===== src/rtl/psc_ram.sv =====
`default_nettype none

module psc_ram #(
  parameter int WIDTH = 8,
  parameter int DEPTH = 8,
  localparam int AW   = (DEPTH > 1) ? $clog2(DEPTH) : 1
) (
  input  wire logic             clk_i,
  input  wire logic             we_i,
  input  wire logic [AW-1:0]    waddr_i,
  input  wire logic [WIDTH-1:0] wdata_i,
  input  wire logic             re_i,
  input  wire logic [AW-1:0]    raddr_i,
  output logic      [WIDTH-1:0] rdata_o
);

  logic [WIDTH-1:0] mem_q [DEPTH];
  logic [WIDTH-1:0] rdata_q;

  always_ff @(posedge clk_i) begin
    if (we_i) begin
      mem_q[waddr_i] <= wdata_i;
    end
    if (re_i) begin
      rdata_q <= mem_q[raddr_i];
    end
  end

  assign rdata_o = rdata_q;

endmodule

`default_nettype wire


===== config.mk =====
export PLATFORM = sky130hd
export DESIGN_NAME = psc_ram
export DESIGN_NICKNAME = d
export VERILOG_FILES = /design/src/rtl/psc_ram.sv
export SDC_FILE = /design/constraint.sdc
export NUM_CORES = 1
export LEC_CHECK = 0
export ABC_AREA = 1
export BUFFER_PORTS_ARGS = -buffer_cell sky130_fd_sc_hd__buf_2
export CAP_MARGIN = 0
export CORE_MARGIN = 2
export CORE_UTILIZATION = 53
export CTS_CLUSTER_SIZE = 30
export DETAILED_ROUTE_END_ITERATION = 7
export GPL_TIMING_DRIVEN = 0
export PLACE_DENSITY = 0.86
export SKIP_LAST_GASP = 1
export SYNTH_ARGS = -nofsm -noshare
export SYNTH_HDL_FRONTEND = slang
export SYNTH_SLANG_ARGS = --single-unit

===== constraint.sdc =====
create_clock -name clk_i -period 1 [get_ports clk_i]
set_input_delay 0.15 -clock clk_i [delete_from_list [all_inputs] [get_ports clk_i]]
set_output_delay 0.15 -clock clk_i [all_outputs]
set_load 0.01 [all_outputs]

# [Word level (Yosys, flattened, before mapping)]
# Memories as Yosys holds them, arrays and structs flattened. A register that Yosys moved wholly into a read port is not among the register bits.
# Cells that the tools add are included.
# Widths: inputs -> output; s select.
[totals] ff_bits=0 ramBits=64 inputBits=17 out_inout_bits=8 wordCells=3 n_memories=1
[memory_table] name="mem_q" depth=8 word_bits=8 read_ports=1 rd_clocked_by_memory_dff=1 wr=1 line_no="17" text="logic [WIDTH-1:0] mem_q [DEPTH];"
[op_classes] muxes=2
[op_table] op="$mux 1" count=2

# [Depth between registers and ports, before layout]
# Gate-level depths: netlist of run 1.
[depth] word_depth=2 depth_mapped=8 ltp_nobuf=6

# [Worst setup path after synthesis of run 1]
# No wires, ideal clock.
[synth_path] kind="input-to-reg" startpoint="in waddr_i[0]" endpoint="mem mem_q[0][0] (enable)" setup_time_ns=0.370 arrival_ns=0.655 required_ns=0.630 slack_ns=-0.025 stages=3 path_buffers=0 path_cell_list="inv_1 -> nand2_1 -> nor2_1"
[synth_rtl] element="start: declaration" line_no="10" text="input wire logic [AW-1:0] waddr_i,"
[synth_rtl] element="end: declaration" line_no="17"
# No word-level cell before the write port.

==> flow_summary.json, run 1 <==
{
  "synth_cell_types": 10,
  "hold_buffers": 0,
  "worstHoldEndpoint": "mem_q[2][5]$_DFFE_PP_",
  "worstPathRequired_ns": 1.09,
  "worst_pin_slew_ns": 0.557,
  "cts_max_level": 3,
  "r2r_slack_ns": -0.009,
  "critPathCaptureType": "flip-flop",
  "worst_setup_path_start_kind": "flip-flop",
  "clkTransAtPathRegs_ns": 0.07,
  "synth.area.top_cells": "edfxtp_1 69%, nand2_1 13%, inv_1 8.2%",
  "cellLeakagePower_nw": 1.62,
  "gr-total-overflow": 0,
  "peakVddDrop_v": 0.00128,
  "clock-root-buffer": "clkbuf_8",
  "syn_area_per_cell_um2": 10.3,
  "clock-skew-final_ns": 0.00535,
  "synth_nets": 320,
  "grtUsageTotal_pct": 20.2,
  "violations": "setup timing",
  "layout-drive-gt1-share_pct": 16.5,
  "grt_pass1_wl_um": 9220,
  "dpl.hpwl_um": 3720,
  "grt_start_max_net_pins": 12,
  "rsz0062_at_grt": "true",
  "gp_congestion": 0.831,
  "grt_pass1_vias": 1982,
  "fmax_mhz": 991,
  "syn_inst": 303,
  "min_path_type": "input pin to flip-flop",
  "holdPathStages": 1,
  "period_needed_ns": 1.01,
  "first_iter_violations": 216,
  "ant_nets": 0,
  "cts_num_sinks": 72,
  "r2r_start": "mem_q[3][3]$_DFFE_PP_",
  "switching_share_pct": 22.9,
  "rr_worst_depth": 6,
  "fin_area_um2": 3510,
  "synth_area_um2": 3130,
  "dieWidth_um": 80.9,
  "dpl_cell_area_um2": 3330,
  "insertion_delay_ns": 0.34,
  "crit_type": "flip-flop to flip-flop",
  "critPathLaunch": "mem_q[3][3]$_DFFE_PP_",
  "io_buffers": 21,
  "setup_viol": 2,
  "synth-seq-area-share_pct": 69.1,
  "max-clock-path-buffers": 2,
  "die_area_um2": 6540,
  "std_cell_rows": 27,
  "crit_path_max_fanout": 1,
  "worst_slack_ns": -0.00863,
  "hold_violations": 0,
  "cts_tree": "done",
  "antenna_found_initial": 0,
  "wl_per_cell_um": 14.4,
  "syn_to_final_growth_pct": 12.2,
  "maxCapViolCount": 0,
  "status": "complete, but fails checks",
  "post-cts-setup-buffers": 0,
  "antenna_cells": 0,
  "hold_path.startpoint": "wdata_i[5]",
  "hold_slack_ns": 0.0709,
  "chipHeight_um": 80.9,
  "io-pin-count": 25,
  "crit_arrival_ns": 1.10,
  "r2r_end": "rdata_o[3]$_DFFE_PP_",
  "relSlewSlack_pct": 62.8,
  "power_density_nw_per_um2": 1640,
  "first_pass_iters": 4,
  "synth_top_area_share_pct": 69.1,
  "slew_viol_final": 0,
  "clockPowerShare_pct": 31.8,
  "intPower_mw": 4.45,
  "vias": 2058,
  "nets": 352,
  "routed_via_density": 5.00,
  "pwr-share-comb_pct": 8.2,
  "synth_seq_cells": 72,
  "yosysTopAreaCell": "edfxtp_1",
  "routed_wl_um": 5930,
  "start_util_pct": 55.8,
  "p_seq_share_pct": 60.1,
  "yosysWarnings": 0,
  "p_switching_mw": 1.33,
  "core_um2": 5610,
  "drc_errors": 0,
  "min_period_over_period_pct": 101,
  "cts_buffers": 9,
  "postLayoutCoreUtil_pct": 62.7,
  "fill_cells": 442
}
[synth_stat cells]
master    instances
nand2_1         110
edfxtp_1         72
inv_1            68
nand3_1          32
nor2_1            8
buf_6             6
buf_4             3
buf_2             2
inv_2             1
inv_4             1
[what timing repair did]
item                                    in CTS  in global routing
pin swaps                                    3                 14
resized for setup                            7                  5
endpoints found under the setup margin      60                 32
[logic make-up after synthesis]
family	share of synthesized area, %
AND/OR/NAND/NOR	19.3
buffers and inverters	11.7
flip-flops	69.1
[layout make-up]
type                       instances  area [µm²]  share of cell area, %
buffer                            11         100                   2.85
clock buffer                       9         124                   3.53
clock inverter                     7        28.8                  0.819
inverter                          70         265                   7.55
multi-input combinational        150         638                   18.2
sequential                        72        2160                   61.5
tap                               72        90.1                   2.56
timing repair buffer              21         105                   2.99
[per-layer routing]
layer	GRT usage [%]	wire length (µm)	up-vias
met5	0	0	-
met4	10.7	113	0
met3	4.78	534	13
met2	31.0	2880	91
met1	27.0	2410	946
li1	-	-	1008
[sequential cells by signal (all words and copies together) (netlist names)]
signal / cells
mem_q: 64
rdata_o: 8
[power by group through the flow]
stage	clock, mW	combinational (mW)	sequential, mW
floorplan	0	0.269	3.55
global placement	0	0.438	3.53
detailed placement	0	0.453	3.54
CTS	1.85	0.463	3.47
global route	1.98	0.530	3.48
finish	1.84	0.473	3.47
[through the flow]
| stage | setup TNS, ns | instances | power, mW | setup slack, ns |
|---|---|---|---|---|
| floorplan | -0.579 | 303 | 3.82 | -0.0249 |
| global placement | -26.11 | 396 | 3.97 | -0.463 |
| detailed placement | -29.14 | 396 | 3.99 | -0.530 |
| CTS | -0.358 | 412 | 5.78 | -0.0382 |
| global route | -0.633 | 412 | 5.99 | -0.0799 |
| finish | -0.0123 | 412 | 5.78 | -0.00863 |
[layout by cell type, fill, tap and decap left out]
master / n
nand2_1: 108
edfxtp_1: 72
inv_1: 68
nand3_1: 31
buf_2: 23
clkbuf_8: 9
nor2_2: 7
buf_6: 6
clkinv_1: 5
buf_4: 3
nand2_2: 2
clkinv_2: 2
inv_4: 1
inv_2: 1
nand3_2: 1
nor2_4: 1
[worst max-delay path by stage]
| stage | endpoint | slack (ns) | depth (start not counted) |
|---|---|---|---|
| after detailed placement | mem_q[4][0]$_DFFE_PP_ | -0.53 | 4 |
| after floorplan | mem_q[0][0]$_DFFE_PP_ | -0.02 | 3 |
| after global routing | rdata_o[1]$_DFFE_PP_ | -0.08 | 6 |
| after global placement | mem_q[4][0]$_DFFE_PP_ | -0.46 | 4 |
| final | rdata_o[3]$_DFFE_PP_ | -0.009 | 6 |
| after CTS | mem_q[7][6]$_DFFE_PP_ | -0.04 | 3 |
[critical path, cell delays in order, from the launching register on]
cell and delay, ns:
edfxtp_1 0.39, inv_1 0.06, nand2_1 0.04, nand3_1 0.07, nand2_1 0.06, nand2_1 0.07, nand2_2 0.06
Note: power is estimated with default switching activity, not from simulation.
==> inputs of run 2 (changes only) <==
--- a/config.mk
+++ b/config.mk
@@ -8,12 +8,14 @@
 export ABC_AREA = 1
 export BUFFER_PORTS_ARGS = -buffer_cell sky130_fd_sc_hd__buf_2
 export CAP_MARGIN = 0
+export CELL_PAD_IN_SITES_DETAIL_PLACEMENT = 0
+export CELL_PAD_IN_SITES_GLOBAL_PLACEMENT = 2
 export CORE_MARGIN = 2
-export CORE_UTILIZATION = 53
+export CORE_UTILIZATION = 41
 export CTS_CLUSTER_SIZE = 30
 export DETAILED_ROUTE_END_ITERATION = 7
 export GPL_TIMING_DRIVEN = 0
-export PLACE_DENSITY = 0.86
+export PLACE_DENSITY = 0.94
 export SKIP_LAST_GASP = 1
 export SYNTH_ARGS = -nofsm -noshare
 export SYNTH_HDL_FRONTEND = slang
==> constraint.sdc (replaced) <==
create_clock -name clk_i -period 1.3 [get_ports clk_i]
set_input_delay 0.195 -clock clk_i [delete_from_list [all_inputs] [get_ports clk_i]]
set_output_delay 0.195 -clock clk_i [all_outputs]
set_load 0.01 [all_outputs]
==> run 2 against run 1 <==
Effect of this change: the flow now finishes without violations; die area rose by 28%; sequential share of layout area decreased by 0.78 points; hold slack better by 0.050 ns; routed wire length increased by 7.6%; total power decreased by 17%; global-route usage decreased by 3.5 points; count of clock-buffer cells in the layout is 1 higher; via count fell by 4.2%; critical path depth decreased by 2; critical path type is now input pin to flip-flop; largest cell class unchanged; largest power group unchanged; highest routed layer unchanged.
==> flow_summary.json, run 2 (synthesized netlist as in run 1, its figures left out) <==
{
  "gp_congestion": 0.798,
  "syn_to_final_growth_pct": 13.7,
  "max-clock-path-buffers": 2,
  "grt_pass1_vias": 1986,
  "die_area_um2": 8350,
  "antenna_cells": 0,
  "worstPathRequired_ns": 1.27,
  "routed_via_density": 4.49,
  "dpl_worst_slack_ns": -0.288,
  "post-cts-setup-buffers": 0,
  "grt_start_max_net_pins": 14,
  "ctsResizeCount": 0,
  "maxCapViolCount": 0,
  "first_pass_iters": 4,
  "cellLeakagePower_nw": 1.64,
  "critPathCaptureType": "flip-flop",
  "crit_type": "input pin to flip-flop",
  "status": "finished clean",
  "regMostFlops": "mem_q",
  "critPathBufInv": 2,
  "antenna_found_initial": 0,
  "io_buffers": 21,
  "power_mw": 4.77,
  "relSlewSlack_pct": 33.3,
  "grt_pass1_wl_um": 10100,
  "cts_num_sinks": 72,
  "layout-drive-gt1-share_pct": 14.7,
  "io-pin-count": 25,
  "cts_tree": "done",
  "max_stage_delay_ns": 0.75,
  "period_needed_ns": 1.22,
  "mostFrequentLayoutCell": "nand2_1",
  "grtUsageTotal_pct": 16.7,
  "min_period_over_period_pct": 94.2,
  "critical_path.cell_chain": "buf_2, inv_1, nand2_1, nor2_1",
  "rsz0062_at_grt": "false",
  "setup_viol": 0,
  "std_cell_rows": 31,
  "nets": 352,
  "core_um2": 7330,
  "cp_slowest_cell": "nor2_1",
  "start_util_pct": 42.7,
  "dieWidth_um": 91.4,
  "wl_per_cell_um": 14.5,
  "worst_slack_ns": 0.0760,
  "clock-skew-final_ns": 0.0101,
  "cts_buffers": 9,
  "worst_pin_slew_ns": 0.998,
  "clock-root-buffer": "clkbuf_8",
  "ant_nets": 0,
  "routed_wl_um": 6380,
  "cts_max_level": 3,
  "final_cell_mix": "110 x nand2_1, 72 x edfxtp_1, 68 x inv_1",
  "hold_buffers": 0,
  "clkTransAtPathRegs_ns": 0.08,
  "drc_errors": 0,
  "dpl.hpwl_um": 4070,
  "peakVddDrop_v": 0.000655,
  "crit_family": "simple AND/OR/NAND/NOR gates",
  "postLayoutCoreUtil_pct": 48.5,
  "gr-total-overflow": 0,
  "worst_setup_path_start_kind": "input pin",
  "fin_tns_setup_ns": 0,
  "crit_arrival_ns": 1.19,
  "crit_path_max_fanout": 8,
  "largest_register_ff_count": 64,
  "power_density_nw_per_um2": 1340,
  "chipHeight_um": 91.4,
  "hold_violations": 0,
  "insertion_delay_ns": 0.34,
  "min_path_type": "input pin to flip-flop",
  "vias": 1972,
  "fmax_mhz": 817,
  "first_iter_violations": 110,
  "slew_viol_final": 0
}
## run 2: changes by cell type in the layout (fill, tap and decap cells not counted), sizes merged
| cell | previous run | this run |
|---|---|---|
| clkbuf | 9 | 10 |
| clkinv | 7 | 3 |
| inv | 70 | 71 |
| bufinv | 0 | 1 |
| clkinvlp | 0 | 1 |
## run 2: power by group
part	total, mW	leakage, nW	switching (mW)	internal [mW]
registers	2.67	0.661	0.0177	2.65
clock network	1.75	0.0968	0.853	0.897
logic	0.356	0.880	0.237	0.120
total	4.77	1.64	1.11	3.66
## run 2: stage by stage
| stage | hold slack [ns] | instance area, µm² | instances |
|---|---|---|---|
| floorplan | 0.294 | 3130 | 303 |
| global placement | 0.467 | 3360 | 423 |
| detailed placement | 0.472 | 3360 | 423 |
| CTS | 0.104 | 3560 | 439 |
| global route | 0.102 | 3560 | 439 |
| finish | 0.121 | 3560 | 439 |
## run 2: cell type report
cell class / count / area [µm²]
clock inverters: 6 / 68.8
clock buffers: 10 / 128
repair buffers: 21 / 105
inverters: 70 / 265
plain buffers: 11 / 100
fillers: 698 / 3770
well taps: 99 / 124
multi-input cells: 150 / 606
flip-flops and latches: 72 / 2160
## run 2: worst paths after layout
check | from | to | slack [ns] | depth (start not counted)
setup reg to reg | mem_q[3][4]$_DFFE_PP_ | rdata_o[4]$_DFFE_PP_ | 0.32 | 6
setup / recovery | waddr_i[0] | mem_q[6][5]$_DFFE_PP_ | 0.08 | 4
hold reg to reg | mem_q[0][5]$_DFFE_PP_ | rdata_o[5]$_DFFE_PP_ | 0.71 | 6
hold / removal | wdata_i[2] | mem_q[4][2]$_DFFE_PP_ | 0.12 | 1
## run 2: layer usage
metal	up-vias	part of all wire (%)	global-route usage [%]	wire, µm
li1	1004	-	-	-
met1	919	47	21.8	2990
met2	39	47	26.9	3030
met3	10	3.9	4.15	249
met5	-	0	0	0
met4	0	1.8	6.57	114
==> inputs of run 3 (changes only) <==
--- a/config.mk
+++ b/config.mk
@@ -10,12 +10,11 @@
 export CAP_MARGIN = 0
 export CELL_PAD_IN_SITES_DETAIL_PLACEMENT = 0
 export CELL_PAD_IN_SITES_GLOBAL_PLACEMENT = 2
-export CORE_MARGIN = 2
-export CORE_UTILIZATION = 41
+export CORE_UTILIZATION = 38
 export CTS_CLUSTER_SIZE = 30
 export DETAILED_ROUTE_END_ITERATION = 7
 export GPL_TIMING_DRIVEN = 0
-export PLACE_DENSITY = 0.94
+export PLACE_DENSITY = 0.88
 export SKIP_LAST_GASP = 1
 export SYNTH_ARGS = -nofsm -noshare
 export SYNTH_HDL_FRONTEND = slang
==> constraint.sdc (replaced) <==
create_clock -name clk_i -period 1.4 [get_ports clk_i]
set_input_delay 0.21 -clock clk_i [delete_from_list [all_inputs] [get_ports clk_i]]
set_output_delay 0.21 -clock clk_i [all_outputs]
set_load 0.01 [all_outputs]
==> run 3 against run 2 <==
Effect of this change: critical path depth unchanged; hold slack better by 0.023 ns; utilization down 3.2 points; count of clock-buffer cells in the layout down 1; die area up 3.1%; register-to-register slack better by 0.10 ns; clock power down 8%; via count down 1.2%; global-route usage up 0.28 points; first-iteration DRC count down 9.1%.
==> flow_summary.json, run 3 (synthesized netlist as in run 1, its figures left out) <==
{
  "core_um2": 7850,
  "period_needed_ns": 1.30,
  "syn_to_final_growth_pct": 13.7,
  "final_cell_mix": "110 x nand2_1, 72 x edfxtp_1, 68 x inv_1",
  "nets": 352,
  "holdPathStages": 1,
  "insertion_delay_ns": 0.34,
  "postLayoutCoreUtil_pct": 45.3,
  "max_stage_delay_ns": 0.80,
  "cts_tree": "done",
  "first_iter_violations": 100,
  "regMostFlops": "mem_q",
  "cellLeakagePower_nw": 1.64,
  "gp_congestion": 0.804,
  "vias": 1949,
  "setup_viol": 0,
  "pwr-share-comb_pct": 7.5,
  "dpl.hpwl_um": 4060,
  "antenna_cells": 0,
  "r2r_end": "rdata_o[1]$_DFFE_PP_",
  "peakVddDrop_v": 0.000726,
  "hold_buffers": 0,
  "routed_via_density": 4.41,
  "worst_setup_path_start_kind": "input pin",
  "std_cell_rows": 32,
  "worstHoldEndpoint": "mem_q[7][2]$_DFFE_PP_",
  "gr-total-overflow": 0,
  "min_period_over_period_pct": 92.7,
  "ant_nets": 0,
  "cts_num_sinks": 72,
  "rr_worst_depth": 6,
  "dieWidth_um": 92.8,
  "slew_viol_final": 0,
  "crit_arrival_ns": 1.25,
  "fmax_mhz": 770,
  "p_switching_mw": 1.03,
  "status": "finished clean",
  "largest_register_ff_count": 64,
  "grt_pass1_wl_um": 10200,
  "min_path_type": "input pin to flip-flop",
  "p_seq_share_pct": 56.0,
  "drc_errors": 0,
  "critical_path.cell_chain": "buf_2, inv_1, nand2_1, nor2_1",
  "worst_pin_slew_ns": 1.02,
  "chipHeight_um": 92.8,
  "intPower_mw": 3.40,
  "max-clock-path-buffers": 2,
  "wl_per_cell_um": 14.7,
  "worstPathRequired_ns": 1.36,
  "cts_buffers": 9,
  "rsz0062_at_grt": "false",
  "dpl_worst_slack_ns": -0.233,
  "clock-root-buffer": "clkbuf_8",
  "routed_wl_um": 6490,
  "grt_pass1_vias": 1882,
  "worst_slack_ns": 0.102,
  "ctsResizeCount": 0,
  "r2r_slack_ns": 0.42,
  "start_util_pct": 39.9,
  "hold_path.startpoint": "wdata_i[2]",
  "crit_type": "input pin to flip-flop",
  "grt_start_max_net_pins": 14,
  "switching_share_pct": 23.2,
  "crit_path_max_fanout": 8,
  "clock-skew-final_ns": 0.00456,
  "io-pin-count": 25,
  "relSlewSlack_pct": 31.9,
  "cp_slowest_cell": "nor2_1",
  "layout-drive-gt1-share_pct": 14.7,
  "r2r_start": "mem_q[1][1]$_DFFE_PP_",
  "die_area_um2": 8610,
  "critPathCaptureType": "flip-flop",
  "clkTransAtPathRegs_ns": 0.08,
  "mostFrequentLayoutCell": "nand2_1",
  "fin_area_um2": 3560,
  "maxCapViolCount": 0,
  "antenna_found_initial": 0,
  "hold_slack_ns": 0.144,
  "hold_violations": 0,
  "cts_max_level": 3,
  "power_density_nw_per_um2": 1240,
  "clockPowerShare_pct": 36.5,
  "io_buffers": 21,
  "post-cts-setup-buffers": 0,
  "grtUsageTotal_pct": 17.0,
  "first_pass_iters": 4,
  "dpl_cell_area_um2": 3360
}
## run 3: changes by cell type in the layout (fill, tap and decap cells not counted), sizes merged
| cell | previous run | this run |
|---|---|---|
| clkbuf | 10 | 9 |
| clkinvlp | 1 | 0 |
| clkinv | 3 | 5 |
## run 3: cell type report
cell class / instances / area [µm²]
sequential: 72 / 2160
tap: 102 / 128
buffer: 11 / 100
clock buffer: 9 / 124
timing repair buffer: 21 / 105
fill: 763 / 4290
multi-input combinational: 150 / 603
inverter: 70 / 265
clock inverter: 7 / 71.3
## run 3: per-layer routing
layer / global-route usage, % / vias to the layer above / wire (µm)
met4: 7.82 / 0 / 108
met1: 22.9 / 899 / 3030
met5: 0 / - / 0
met3: 3.28 / 10 / 211
li1: - / 1005 / -
met2: 26.6 / 35 / 3140
## run 3: worst max-delay path by stage
stage | from | to | slack [ns] | cells past startpoint
floorplan | waddr_i[0] | mem_q[0][0]$_DFFE_PP_ | 0.32 | 3
finish | waddr_i[0] | mem_q[0][7]$_DFFE_PP_ | 0.10 | 4
global route | waddr_i[0] | mem_q[0][7]$_DFFE_PP_ | 0.04 | 4
global placement | waddr_i[0] | mem_q[2][7]$_DFFE_PP_ | -0.15 | 4
CTS | waddr_i[0] | mem_q[0][7]$_DFFE_PP_ | 0.12 | 4
detailed placement | waddr_i[0] | mem_q[0][0]$_DFFE_PP_ | -0.23 | 4
## run 3: power by group through the flow
stage | Sequential [mW] | Clock [mW] | Combinational, mW
detailed placement | 2.53 | 0 | 0.336
finish | 2.48 | 1.61 | 0.333
CTS | 2.48 | 1.64 | 0.337
global placement | 2.52 | 0 | 0.331
global route | 2.48 | 1.76 | 0.381
floorplan | 2.53 | 0 | 0.192
## run 3: through the flow
step	instances	setup TNS, ns	power, mW
2_1_floorplan	303	0	2.73
3_3_place_gp	426	-8.07	2.85
3_5_place_dp	426	-10.90	2.86
4_1_cts	442	0	4.46
5_1_grt	442	0	4.63
6_report	442	0	4.42
## run 3: worst max-delay path, delay by kind of cell
family                 cells  cell delay, ns
buffers and inverters      2            0.15
and+or+nand+nor            2            0.89
